--- config.mk ---
export PLATFORM = sky130hd
export DESIGN_NAME = lfu_lru_area_heap
export DESIGN_NICKNAME = d
export VERILOG_FILES = /design/src/hw/rtl/llah_pkg.sv /design/src/hw/rtl/llah_ctrl.sv /design/src/hw/rtl/llah_dp.sv /design/src/hw/rtl/lfu_lru_area_heap.sv
export SDC_FILE = /design/constraint.sdc
export NUM_CORES = 2
export LEC_CHECK = 0
export BUFFER_PORTS_ARGS = -buffer_cell sky130_fd_sc_hd__clkbuf_2
export CORE_ASPECT_RATIO = 0.9
export CORE_MARGIN = 2
export CORE_UTILIZATION = 60
export CTS_CLUSTER_DIAMETER = 80
export CTS_CLUSTER_SIZE = 10
export DETAILED_ROUTE_END_ITERATION = 10
export GPL_ROUTABILITY_DRIVEN = 0
export PLACE_DENSITY = 0.79
export SETUP_SLACK_MARGIN = 0.2
export SLEW_MARGIN = 20
export SYNTH_ARGS = -nofsm -noshare
export SYNTH_HDL_FRONTEND = slang
export SYNTH_SLANG_ARGS = --single-unit
--- constraint.sdc ---
create_clock -name clock -period 11.6 [get_ports clock]
set_clock_uncertainty 0.15 [all_clocks]
set_input_delay 2.32 -clock clock [delete_from_list [all_inputs] [get_ports clock]]
set_output_delay 2.32 -clock clock [all_outputs]
set_load 0.02 [all_outputs]
--- src/hw/rtl/llah_pkg.sv ---
// Shared types, constants, command codes and ordering function for the area heap.
package llah_pkg;

   localparam int CAP_DEFAULT  = 16;
   localparam int RESULT_LIMIT = 16;
   localparam int ID_W         = 5;
   localparam int CNT_W        = 16;
   localparam int STAMP_W      = 32;
   localparam int STATUS_W     = 3;
   localparam int NRES_W       = 5;

   localparam logic [STATUS_W-1:0] ST_CREATED = 3'd0;
   localparam logic [STATUS_W-1:0] ST_INCR    = 3'd1;
   localparam logic [STATUS_W-1:0] ST_KEPT    = 3'd2;
   localparam logic [STATUS_W-1:0] ST_REMOVED = 3'd3;
   localparam logic [STATUS_W-1:0] ST_NOTHING = 3'd4;

   localparam logic KIND_ACCESS = 1'b0;
   localparam logic KIND_TRIM   = 1'b1;

   localparam int OP_W = 5;
   localparam logic [OP_W-1:0] OP_NOP       = 5'd0;
   localparam logic [OP_W-1:0] OP_LOAD      = 5'd1;
   localparam logic [OP_W-1:0] OP_NONE_RES  = 5'd2;
   localparam logic [OP_W-1:0] OP_SCAN_RD   = 5'd3;
   localparam logic [OP_W-1:0] OP_SCAN_NEXT = 5'd4;
   localparam logic [OP_W-1:0] OP_HIT       = 5'd5;
   localparam logic [OP_W-1:0] OP_PUSH_NEW  = 5'd6;
   localparam logic [OP_W-1:0] OP_SU_RD     = 5'd7;
   localparam logic [OP_W-1:0] OP_SU_MOVE   = 5'd8;
   localparam logic [OP_W-1:0] OP_SD_RDL    = 5'd9;
   localparam logic [OP_W-1:0] OP_SD_LCMP   = 5'd10;
   localparam logic [OP_W-1:0] OP_SD_RCMP   = 5'd11;
   localparam logic [OP_W-1:0] OP_SD_MOVE   = 5'd12;
   localparam logic [OP_W-1:0] OP_PUT       = 5'd13;
   localparam logic [OP_W-1:0] OP_EMIT      = 5'd14;
   localparam logic [OP_W-1:0] OP_POP_RD    = 5'd15;
   localparam logic [OP_W-1:0] OP_POP_TAKE  = 5'd16;
   localparam logic [OP_W-1:0] OP_POP_LAST  = 5'd17;
   localparam logic [OP_W-1:0] OP_KCLR      = 5'd18;
   localparam logic [OP_W-1:0] OP_RE_DROP   = 5'd19;
   localparam logic [OP_W-1:0] OP_RE_PUSH   = 5'd20;

   typedef struct packed {
      logic [ID_W-1:0]    id;
      logic [CNT_W-1:0]   cnt;
      logic [STAMP_W-1:0] stamp;
   } entry_type;

   typedef struct packed {
      logic [OP_W-1:0] op;
   } cmd_type;

   typedef struct packed {
      logic kind;
      logic id_bad;
      logic n_zero;
      logic scan_end;
      logic hit;
      logic full;
      logic pos_zero;
      logic cur_before_rd;
      logic lc_in;
      logic rc_in;
      logic best_at_pos;
      logic k_done;
      logic last_one;
      logic trim_drop;
      logic rsp_free;
   } stat_type;

   function automatic logic goes_before(entry_type a, entry_type b);
      if (a.cnt != b.cnt) return a.cnt < b.cnt;
      return a.stamp < b.stamp;
   endfunction

endpackage

--- src/hw/rtl/llah_ctrl.sv ---
// Sequencer for lookup, sift, pop and reinsert steps of the area heap.
module llah_ctrl (
   input  logic              clock,
   input  logic              reset,
   input  logic              req_tvalid,
   output logic              req_tready,
   input  llah_pkg::stat_type stat,
   output llah_pkg::cmd_type  cmd
);
   import llah_pkg::*;

   localparam logic [4:0] S_IDLE     = 5'd0;
   localparam logic [4:0] S_DISP     = 5'd1;
   localparam logic [4:0] S_NONE     = 5'd2;
   localparam logic [4:0] S_SCAN     = 5'd3;
   localparam logic [4:0] S_SCAN_CMP = 5'd4;
   localparam logic [4:0] S_SU       = 5'd5;
   localparam logic [4:0] S_SU_CMP   = 5'd6;
   localparam logic [4:0] S_SD_L     = 5'd7;
   localparam logic [4:0] S_SD_LCMP  = 5'd8;
   localparam logic [4:0] S_SD_RCMP  = 5'd9;
   localparam logic [4:0] S_SD_DEC   = 5'd10;
   localparam logic [4:0] S_PUT      = 5'd11;
   localparam logic [4:0] S_EMIT     = 5'd12;
   localparam logic [4:0] S_EMIT_CHK = 5'd13;
   localparam logic [4:0] S_POP_CHK  = 5'd14;
   localparam logic [4:0] S_POP_TAKE = 5'd15;
   localparam logic [4:0] S_POP_LAST = 5'd16;
   localparam logic [4:0] S_RE       = 5'd17;

   localparam logic [1:0] PH_ACC   = 2'd0;
   localparam logic [1:0] PH_POP   = 2'd1;
   localparam logic [1:0] PH_REINS = 2'd2;

   logic [4:0] state_ff, state_in;
   logic [1:0] phase_ff, phase_in;

   assign req_tready = (state_ff == S_IDLE);

   always_comb begin
      state_in = state_ff;
      phase_in = phase_ff;
      cmd.op   = OP_NOP;
      case (state_ff)
         S_IDLE: begin
            if (req_tvalid) begin
               cmd.op   = OP_LOAD;
               state_in = S_DISP;
            end
         end
         S_DISP: begin
            if (stat.kind == KIND_ACCESS) begin
               phase_in = PH_ACC;
               state_in = stat.id_bad ? S_NONE : S_SCAN;
            end else begin
               phase_in = PH_POP;
               state_in = stat.n_zero ? S_NONE : S_POP_CHK;
            end
         end
         S_NONE: begin
            cmd.op   = OP_NONE_RES;
            phase_in = PH_ACC;
            state_in = S_EMIT;
         end
         S_SCAN: begin
            if (stat.scan_end) begin
               if (stat.full) state_in = S_NONE;
               else begin
                  cmd.op   = OP_PUSH_NEW;
                  state_in = S_SU;
               end
            end else begin
               cmd.op   = OP_SCAN_RD;
               state_in = S_SCAN_CMP;
            end
         end
         S_SCAN_CMP: begin
            if (stat.hit) begin
               cmd.op   = OP_HIT;
               state_in = S_SD_L;
            end else begin
               cmd.op   = OP_SCAN_NEXT;
               state_in = S_SCAN;
            end
         end
         S_SU: begin
            if (stat.pos_zero) state_in = S_PUT;
            else begin
               cmd.op   = OP_SU_RD;
               state_in = S_SU_CMP;
            end
         end
         S_SU_CMP: begin
            if (stat.cur_before_rd) begin
               cmd.op   = OP_SU_MOVE;
               state_in = S_SU;
            end else state_in = S_PUT;
         end
         S_SD_L: begin
            if (!stat.lc_in) state_in = S_PUT;
            else begin
               cmd.op   = OP_SD_RDL;
               state_in = S_SD_LCMP;
            end
         end
         S_SD_LCMP: begin
            cmd.op   = OP_SD_LCMP;
            state_in = stat.rc_in ? S_SD_RCMP : S_SD_DEC;
         end
         S_SD_RCMP: begin
            cmd.op   = OP_SD_RCMP;
            state_in = S_SD_DEC;
         end
         S_SD_DEC: begin
            if (stat.best_at_pos) state_in = S_PUT;
            else begin
               cmd.op   = OP_SD_MOVE;
               state_in = S_SD_L;
            end
         end
         S_PUT: begin
            cmd.op   = OP_PUT;
            state_in = (phase_ff == PH_POP) ? S_POP_CHK : S_EMIT;
         end
         S_EMIT: begin
            if (stat.rsp_free) begin
               cmd.op   = OP_EMIT;
               state_in = S_EMIT_CHK;
            end
         end
         S_EMIT_CHK: begin
            state_in = (phase_ff == PH_REINS && !stat.k_done) ? S_RE : S_IDLE;
         end
         S_POP_CHK: begin
            if (stat.k_done) begin
               cmd.op   = OP_KCLR;
               phase_in = PH_REINS;
               state_in = S_RE;
            end else begin
               cmd.op   = OP_POP_RD;
               state_in = S_POP_TAKE;
            end
         end
         S_POP_TAKE: begin
            cmd.op   = OP_POP_TAKE;
            state_in = stat.last_one ? S_POP_CHK : S_POP_LAST;
         end
         S_POP_LAST: begin
            cmd.op   = OP_POP_LAST;
            state_in = S_SD_L;
         end
         S_RE: begin
            if (stat.trim_drop) begin
               cmd.op   = OP_RE_DROP;
               state_in = S_EMIT;
            end else begin
               cmd.op   = OP_RE_PUSH;
               state_in = S_SU;
            end
         end
         default: state_in = S_IDLE;
      endcase
   end

   always_ff @(posedge clock) begin
      if (reset) begin
         state_ff <= S_IDLE;
         phase_ff <= PH_ACC;
      end else begin
         state_ff <= state_in;
         phase_ff <= phase_in;
      end
   end

endmodule

--- src/hw/rtl/llah_dp.sv ---
// Heap memory, stamp clock, pop list and response register of the area heap.
module llah_dp #(
   parameter int CAPACITY = llah_pkg::CAP_DEFAULT
) (
   input  logic                           clock,
   input  logic                           reset,
   input  logic                           req_kind,
   input  logic [llah_pkg::ID_W-1:0]      req_id,
   input  logic [llah_pkg::CNT_W-1:0]     req_amount,
   input  llah_pkg::cmd_type              cmd,
   output llah_pkg::stat_type             stat,
   output logic                           rsp_valid,
   input  logic                           rsp_tready,
   output logic [llah_pkg::ID_W-1:0]      rsp_area,
   output logic [llah_pkg::CNT_W-1:0]     rsp_count,
   output logic [llah_pkg::STATUS_W-1:0]  rsp_status,
   output logic                           rsp_last
);
   import llah_pkg::*;

   localparam int PW = (CAPACITY > 2) ? $clog2(CAPACITY) : 1;
   localparam int CW = $clog2(CAPACITY + 1);
   localparam int KW = $clog2(RESULT_LIMIT);

   entry_type mem [CAPACITY];
   entry_type rd_ff;
   logic [PW-1:0] rd_addr;
   logic [PW-1:0] wr_addr;
   logic          wr_en;
   entry_type     wr_data;

   logic              kind_ff;
   logic [ID_W-1:0]   id_ff;
   logic [CNT_W-1:0]  amount_ff;
   logic [CW-1:0]     fill_ff, fill_in;
   logic [STAMP_W-1:0] clock_ff, clock_in;
   logic [CW-1:0]     idx_ff, idx_in;
   logic [PW-1:0]     pos_ff, pos_in;
   entry_type         cur_ff, cur_in;
   entry_type         best_ff, best_in;
   logic [PW-1:0]     best_pos_ff, best_pos_in;
   logic [NRES_W-1:0] k_ff, k_in;
   logic [NRES_W-1:0] n_ff, n_in;
   logic [ID_W-1:0]   pid_ff [RESULT_LIMIT];
   logic [CNT_W-1:0]  pcnt_ff [RESULT_LIMIT];
   logic [ID_W-1:0]   res_area_ff, res_area_in;
   logic [CNT_W-1:0]  res_count_ff, res_count_in;
   logic [STATUS_W-1:0] res_status_ff, res_status_in;
   logic              rsp_valid_ff, rsp_valid_in;
   logic [ID_W-1:0]   rsp_area_ff;
   logic [CNT_W-1:0]  rsp_count_ff;
   logic [STATUS_W-1:0] rsp_status_ff;
   logic              rsp_last_ff;

   logic [PW+1:0]     lc, rc;
   logic [PW-1:0]     parent;
   logic [KW-1:0]     kx;
   logic [NRES_W-1:0] n_load;
   logic [CNT_W-1:0]  incr_cnt;

   assign lc     = {1'b0, pos_ff, 1'b1};
   assign rc     = lc + 1'b1;
   assign parent = (pos_ff - 1'b1) >> 1;
   assign kx     = k_ff[KW-1:0];
   assign incr_cnt = (rd_ff.cnt == '1) ? rd_ff.cnt : rd_ff.cnt + 1'b1;

   always_comb begin
      int a;
      int f;
      int m;
      a = int'(req_amount);
      f = int'(fill_ff);
      m = (a < f) ? a : f;
      if (m > RESULT_LIMIT) m = RESULT_LIMIT;
      n_load = NRES_W'(m);
   end

   always_comb begin
      stat.kind          = kind_ff;
      stat.id_bad        = (id_ff == '0) || (int'(id_ff) > CAPACITY);
      stat.n_zero        = (n_ff == '0);
      stat.scan_end      = (idx_ff == fill_ff);
      stat.hit           = (rd_ff.id == id_ff);
      stat.full          = (int'(fill_ff) == CAPACITY);
      stat.pos_zero      = (pos_ff == '0);
      stat.cur_before_rd = goes_before(cur_ff, rd_ff);
      stat.lc_in         = (lc < (PW+2)'(fill_ff));
      stat.rc_in         = (rc < (PW+2)'(fill_ff));
      stat.best_at_pos   = (best_pos_ff == pos_ff);
      stat.k_done        = (k_ff == n_ff);
      stat.last_one      = (fill_ff == CW'(1));
      stat.trim_drop     = (amount_ff >= pcnt_ff[kx]);
      stat.rsp_free      = !rsp_valid_ff || rsp_tready;
   end

   always_comb begin
      fill_in       = fill_ff;
      clock_in      = clock_ff;
      idx_in        = idx_ff;
      pos_in        = pos_ff;
      cur_in        = cur_ff;
      best_in       = best_ff;
      best_pos_in   = best_pos_ff;
      k_in          = k_ff;
      n_in          = n_ff;
      res_area_in   = res_area_ff;
      res_count_in  = res_count_ff;
      res_status_in = res_status_ff;
      rsp_valid_in  = rsp_valid_ff && !rsp_tready;
      rd_addr       = '0;
      wr_addr       = pos_ff;
      wr_en         = 1'b0;
      wr_data       = cur_ff;
      case (cmd.op)
         OP_LOAD: begin
            idx_in = '0;
            k_in   = '0;
            n_in   = n_load;
         end
         OP_NONE_RES: begin
            res_area_in   = '0;
            res_count_in  = '0;
            res_status_in = ST_NOTHING;
         end
         OP_SCAN_RD:   rd_addr = idx_ff[PW-1:0];
         OP_SCAN_NEXT: idx_in  = idx_ff + 1'b1;
         OP_HIT: begin
            cur_in        = '{id: id_ff, cnt: incr_cnt, stamp: clock_ff};
            clock_in      = clock_ff + 1'b1;
            pos_in        = idx_ff[PW-1:0];
            res_area_in   = id_ff;
            res_count_in  = incr_cnt;
            res_status_in = ST_INCR;
         end
         OP_PUSH_NEW: begin
            cur_in        = '{id: id_ff, cnt: CNT_W'(1), stamp: clock_ff};
            clock_in      = clock_ff + 1'b1;
            pos_in        = fill_ff[PW-1:0];
            fill_in       = fill_ff + 1'b1;
            res_area_in   = id_ff;
            res_count_in  = CNT_W'(1);
            res_status_in = ST_CREATED;
         end
         OP_SU_RD: rd_addr = parent;
         OP_SU_MOVE: begin
            wr_en   = 1'b1;
            wr_data = rd_ff;
            pos_in  = parent;
         end
         OP_SD_RDL: rd_addr = lc[PW-1:0];
         OP_SD_LCMP: begin
            rd_addr = rc[PW-1:0];
            if (goes_before(rd_ff, cur_ff)) begin
               best_in     = rd_ff;
               best_pos_in = lc[PW-1:0];
            end else begin
               best_in     = cur_ff;
               best_pos_in = pos_ff;
            end
         end
         OP_SD_RCMP: begin
            if (goes_before(rd_ff, best_ff)) begin
               best_in     = rd_ff;
               best_pos_in = rc[PW-1:0];
            end
         end
         OP_SD_MOVE: begin
            wr_en   = 1'b1;
            wr_data = best_ff;
            pos_in  = best_pos_ff;
         end
         OP_PUT: wr_en = 1'b1;
         OP_EMIT: begin
            rsp_valid_in = 1'b1;
            k_in         = k_ff + 1'b1;
         end
         OP_POP_RD: rd_addr = '0;
         OP_POP_TAKE: begin
            rd_addr = PW'(fill_ff - 1'b1);
            k_in    = k_ff + 1'b1;
            fill_in = fill_ff - 1'b1;
         end
         OP_POP_LAST: begin
            cur_in = rd_ff;
            pos_in = '0;
         end
         OP_KCLR: k_in = '0;
         OP_RE_DROP: begin
            res_area_in   = pid_ff[kx];
            res_count_in  = '0;
            res_status_in = ST_REMOVED;
         end
         OP_RE_PUSH: begin
            cur_in        = '{id: pid_ff[kx], cnt: pcnt_ff[kx] - amount_ff,
                              stamp: clock_ff};
            clock_in      = clock_ff + 1'b1;
            pos_in        = fill_ff[PW-1:0];
            fill_in       = fill_ff + 1'b1;
            res_area_in   = pid_ff[kx];
            res_count_in  = pcnt_ff[kx] - amount_ff;
            res_status_in = ST_KEPT;
         end
         default: ;
      endcase
   end

   always_ff @(posedge clock) begin
      if (wr_en) mem[wr_addr] <= wr_data;
      rd_ff <= mem[rd_addr];
   end

   always_ff @(posedge clock) begin
      if (reset) begin
         fill_ff      <= '0;
         clock_ff     <= '0;
         rsp_valid_ff <= 1'b0;
      end else begin
         fill_ff      <= fill_in;
         clock_ff     <= clock_in;
         rsp_valid_ff <= rsp_valid_in;
      end
   end

   always_ff @(posedge clock) begin
      if (cmd.op == OP_LOAD) begin
         kind_ff   <= req_kind;
         id_ff     <= req_id;
         amount_ff <= req_amount;
      end
      if (cmd.op == OP_POP_TAKE) begin
         pid_ff[kx]  <= rd_ff.id;
         pcnt_ff[kx] <= rd_ff.cnt;
      end
      if (cmd.op == OP_EMIT) begin
         rsp_area_ff   <= res_area_ff;
         rsp_count_ff  <= res_count_ff;
         rsp_status_ff <= res_status_ff;
         rsp_last_ff   <= !(kind_ff == KIND_TRIM && n_ff != '0) || (k_ff + 1'b1 == n_ff);
      end
      idx_ff        <= idx_in;
      pos_ff        <= pos_in;
      cur_ff        <= cur_in;
      best_ff       <= best_in;
      best_pos_ff   <= best_pos_in;
      k_ff          <= k_in;
      n_ff          <= n_in;
      res_area_ff   <= res_area_in;
      res_count_ff  <= res_count_in;
      res_status_ff <= res_status_in;
   end

   assign rsp_valid  = rsp_valid_ff;
   assign rsp_area   = rsp_area_ff;
   assign rsp_count  = rsp_count_ff;
   assign rsp_status = rsp_status_ff;
   assign rsp_last   = rsp_last_ff;

endmodule

--- src/hw/rtl/lfu_lru_area_heap.sv ---
// Top level of the least-used area heap with oldest-first tie break.
//
//  channel | direction | tdata fields (low bit up)                  | tuser | tlast
//  req_    | in        | area_id[4:0], trim_amount[20:5], zero pad  | kind  | -
//  rsp_    | out       | result_area[4:0], result_count[20:5],      | -     | last
//          |           | status[23:21]                              |       |
//
//  One request at a time: the block accepts and dispatches it, then emits each result.
//  An access searches the stored areas in turn, then sifts down on a hit or sifts up on
//  a create, and writes the area back.
//  A trim pops each area with a sift-down and a write-back, then per result decides and,
//  for a kept area, sifts it up and writes it back.
//  Synchronous reset empties the heap and zeroes the stamp clock; no clearing pass. A
//  result waits in the output register while rsp_tready is low; the sequencer holds.
module lfu_lru_area_heap #(
   parameter int CAPACITY = llah_pkg::CAP_DEFAULT
) (
   input  logic        clock,
   input  logic        reset,
   input  logic        req_tvalid,
   output logic        req_tready,
   input  logic [23:0] req_tdata,   // area_id[4:0], trim_amount[20:5], pad
   input  logic        req_tuser,   // kind
   output logic        rsp_tvalid,
   input  logic        rsp_tready,
   output logic [23:0] rsp_tdata,   // result_area[4:0], result_count[20:5], status[23:21]
   output logic        rsp_tlast
);
   import llah_pkg::*;

   cmd_type  cmd;
   stat_type stat;
   logic [ID_W-1:0]     rsp_area;
   logic [CNT_W-1:0]    rsp_count;
   logic [STATUS_W-1:0] rsp_status;

   llah_ctrl u_ctrl (
      .clock      (clock),
      .reset      (reset),
      .req_tvalid (req_tvalid),
      .req_tready (req_tready),
      .stat       (stat),
      .cmd        (cmd)
   );

   // Heap storage and all arithmetic; the sequencer drives one command per cycle.
   llah_dp #(.CAPACITY(CAPACITY)) u_dp (
      .clock      (clock),
      .reset      (reset),
      .req_kind   (req_tuser),
      .req_id     (req_tdata[4:0]),
      .req_amount (req_tdata[20:5]),
      .cmd        (cmd),
      .stat       (stat),
      .rsp_valid  (rsp_tvalid),
      .rsp_tready (rsp_tready),
      .rsp_area   (rsp_area),
      .rsp_count  (rsp_count),
      .rsp_status (rsp_status),
      .rsp_last   (rsp_tlast)
   );

   assign rsp_tdata = {rsp_status, rsp_count, rsp_area};

endmodule

==> out/metrics.cfg <==
[run_status]
status = finished, final reports clean

[logic_synthesis]
avgSynthCellArea_um2 = 15.42
synth-seq-cells = 1486
synth_cell_type_count = 86
yosysTopAreaCell = edfxtp_1
yosys_warnings = 0
syn_inst = 4050
ys_seq_area_frac = 0.6980
syn_nets = 4218
yosys-top-cells-area = edfxtp_1 67%, mux2i_1 4.4%, mux4_2 3.8%
synth_edf_count = 1384
synthFlopType = edfxtp_1
async_reset_ff_frac = 0
synthDominantCellAreaShare = 0.6653
synthesis.area_mm2 = 0.06247

[place]
io_buffer_count = 52
hpwl_mm = 87.58
post-place-ws_ns = 3.733
place_area_mm2 = 0.06450
dp_cells = 5342

[power]
leakagePower_nw = 24.96
ir_drop_v = 0.0002199
power_per_cell_area_mw_per_mm2 = 244.6
power.total_w = 0.01695

[clock_tree]
cts_buffer_depth = 3
cts_setup_buffers = 0
path_clk_slew_ns = 0.06
clock_latency_ns = 0.79
post_cts_resized = 0
cts_tree = built
cts_hold_buf = 0
numCtsBuffers = 166
clockRootBuffer = clkbuf_16
cts_sinks = 1486
htreeDepth = 4

[global_route]
top_usage_layer = met2
grt_first_pass_wirelength_mm = 234.3
grt_pass1_vias = 36733
antenna_found_initial = 1
grt.overflow.total = 0
grt_usage = 0.2980
use_met3 = 0.06354
use_met2 = 0.4495
grt_max_degree = 137
grtUsageMet1 = 0.4375

[cells_and_area]
syn2layout_area_growth_pct = 10.96
drive_gt1_frac = 0.1302
nets = 4311
fin_area_mm2 = 0.06931
finalNonFillerCells = 5632
final_common_cell = edfxtp_1
fillers = 6604
multiInputGateArea_mm2 = 0.01772
final_cell_mix = 1384 x edfxtp_1, 457 x nand2_1, 274 x mux2i_1, 167 x clkbuf_16, 144 x inv_1
seq_area_mm2 = 0.04361

[timing]
maxSlewViolCount = 0
setup_viol = 0
timing.final.ws_setup_ns = 3.668
worstMarginPinSlew_ns = 1.116
hold_viol = 0
setup_tns_ns = 0
fmax_mhz = 126.1
period_share = 0.6838
rsz0062_at_grt = false
slew_headroom = 0.2494
period_minus_slack_ns = 7.932

[worst_setup_path]
critPathLaunchType = register
crit_fanout = 35
r2r-end = u_dp.mem[1][37]$_DFFE_PP_
ff2ff_setup_slack_ns = 3.67
r2r_cells = 15
path_class = register to register
end_kind = register
arrival_ns = 8.17
endpoint = u_dp.mem[1][37]$_DFFE_PP_
cp.required_ns = 11.84

[routing]
postRouteAntennaNets = 0
firstDrtPassIters = 8
post_drt_wl_per_cell_um = 28.28
viasPerCell = 6.787
routed_wirelength_mm = 159.3
drc = 0
drt_iter0_drc = 6000
num_vias = 38225

[floorplan]
fp.dieH_um = 310.1
rows = 112
initial_core_util = 0.6040
fp.dieArea_mm2 = 0.1067
pin_count = 56
chipWidth_um = 344.1
coreArea_mm2 = 0.1034

[min_path]
hold_path.class = register to register

[run]
cap_violations = 0

==> critical path, cell delays in order, from the launching register on <==
cell and delay [ns]:
dfxtp_4 0.73, buf_4 0.66, mux4_2 0.61, mux4_2 0.56, ha_1 0.42, nand4_1 0.20, nor2_1 0.14, o211ai_1 0.18
a2111oi_0 0.56, nor2_2 0.21, nor3_2 0.38, nand2_4 0.46, buf_4 0.53, a2111oi_4 0.49, buf_4 0.51, buf_4 0.64
==> how the worst min path moves through the flow <==
stage	slack, ns	end	cells after the start	start
final	0.26	u_dp.rsp_area[3]$_DFFE_PP_	0	u_dp.res_area_ff[3]$_SDFFCE_PP0P_
after global routing	0.28	u_dp.rsp_area[0]$_DFFE_PP_	0	u_dp.res_area_ff[0]$_SDFFCE_PP0P_
after CTS	0.27	u_dp.rsp_area[3]$_DFFE_PP_	0	u_dp.res_area_ff[3]$_SDFFCE_PP0P_
after detailed placement	0.26	u_dp.rsp_area[4]$_DFFE_PP_	0	u_dp.res_area_ff[4]$_SDFFCE_PP0P_
after global placement	0.25	u_dp.rsp_area[0]$_DFFE_PP_	0	u_dp.res_area_ff[0]$_SDFFCE_PP0P_
after floorplan	0.25	u_dp.rsp_area[0]$_DFFE_PP_	0	u_dp.res_area_ff[0]$_SDFFCE_PP0P_
==> synthesized netlist by cell type (9+ instances only) <==
cell       count
edfxtp_1    1384
nand2_1      459
mux2i_1      274
inv_1        145
ha_1         138
a21oi_1      133
nor2_1       125
a32oi_1      110
mux4_2       105
o21ai_0      104
clkbuf_1     103
dfxtp_1      102
and3_1        75
buf_2         75
a221oi_1      57
mux2_2        57
a32o_1        52
a221o_1       50
nand3_1       41
xor2_1        37
nand4_1       32
xnor2_1       32
a21o_1        27
nor3_1        22
buf_1         21
a211oi_1      20
o211ai_1      20
nor4_1        14
or3_1         14
nor2b_1       13
a22o_1        12
nand2b_1      12
o21a_1        12
and4_1        10
o2111ai_1      9
==> routing by layer <==
layer,part of all wire,wire (um)
met1,0.38,61100
met2,0.46,72550
met3,0.13,21150
met4,0.028,4468
met5,0,0
==> through the flow <==
stage,hold WS [ns],utilization
after floorplan,0.2503,-
after global placement,0.2524,0.6236
after detailed placement,0.2561,0.6236
after CTS,0.2657,0.6700
after global routing,0.2812,0.6702
final,0.2605,0.6702
==> cell families after synthesis <==
| kind of cell | synth area share |
|---|---|
| AO/OA/AOI/OAI | 0.08355 |
| multiplexers | 0.09204 |
| flip-flops | 0.6980 |
| buffers and inverters | 0.02416 |
| AND/OR/NAND/NOR | 0.06436 |
| adder cells (fa/ha/maj) | 0.02796 |
| XOR/XNOR | 0.009935 |
==> sequential cells by signal, summed over array words and instances (netlist names), 5 cells and up, named ones only <==
signal / cells
u_dp.idx_ff: 5
u_dp.rsp_area: 5
u_dp.best_ff: 53
u_dp.mem: 848
u_dp.cur_ff: 53
u_dp.id_ff: 5
u_dp.pcnt_ff: 256
u_dp.rsp_count: 16
u_dp.fill_ff: 5
u_dp.clock_ff: 32
u_ctrl.state_ff: 5
u_dp.pid_ff: 80
u_dp.rd_ff: 53
u_dp.k_ff: 5
u_dp.res_count_ff: 16
u_dp.n_ff: 5
u_dp.res_area_ff: 5
u_dp.amount_ff: 16
==> final cells by class <==
class / instances / area share
Antenna cell: 1 / 0.00003610
Clock inverter: 15 / 0.003177
Tap cell: 1368 / 0.02469
Clock buffer: 273 / 0.06603
Sequential cell: 1486 / 0.6292
Timing Repair Buffer: 136 / 0.01327
Multi-Input combinational cell: 2207 / 0.2557
Inverter: 146 / 0.007907
==> power breakdown <==
group          internal [W]  switching [W]  total, W
Clock               0.00269        0.00204   0.00473
Combinational       0.00166        0.00297   0.00462
Sequential          0.00703       0.000565   0.00759
(Power assumes the default switching activity.)
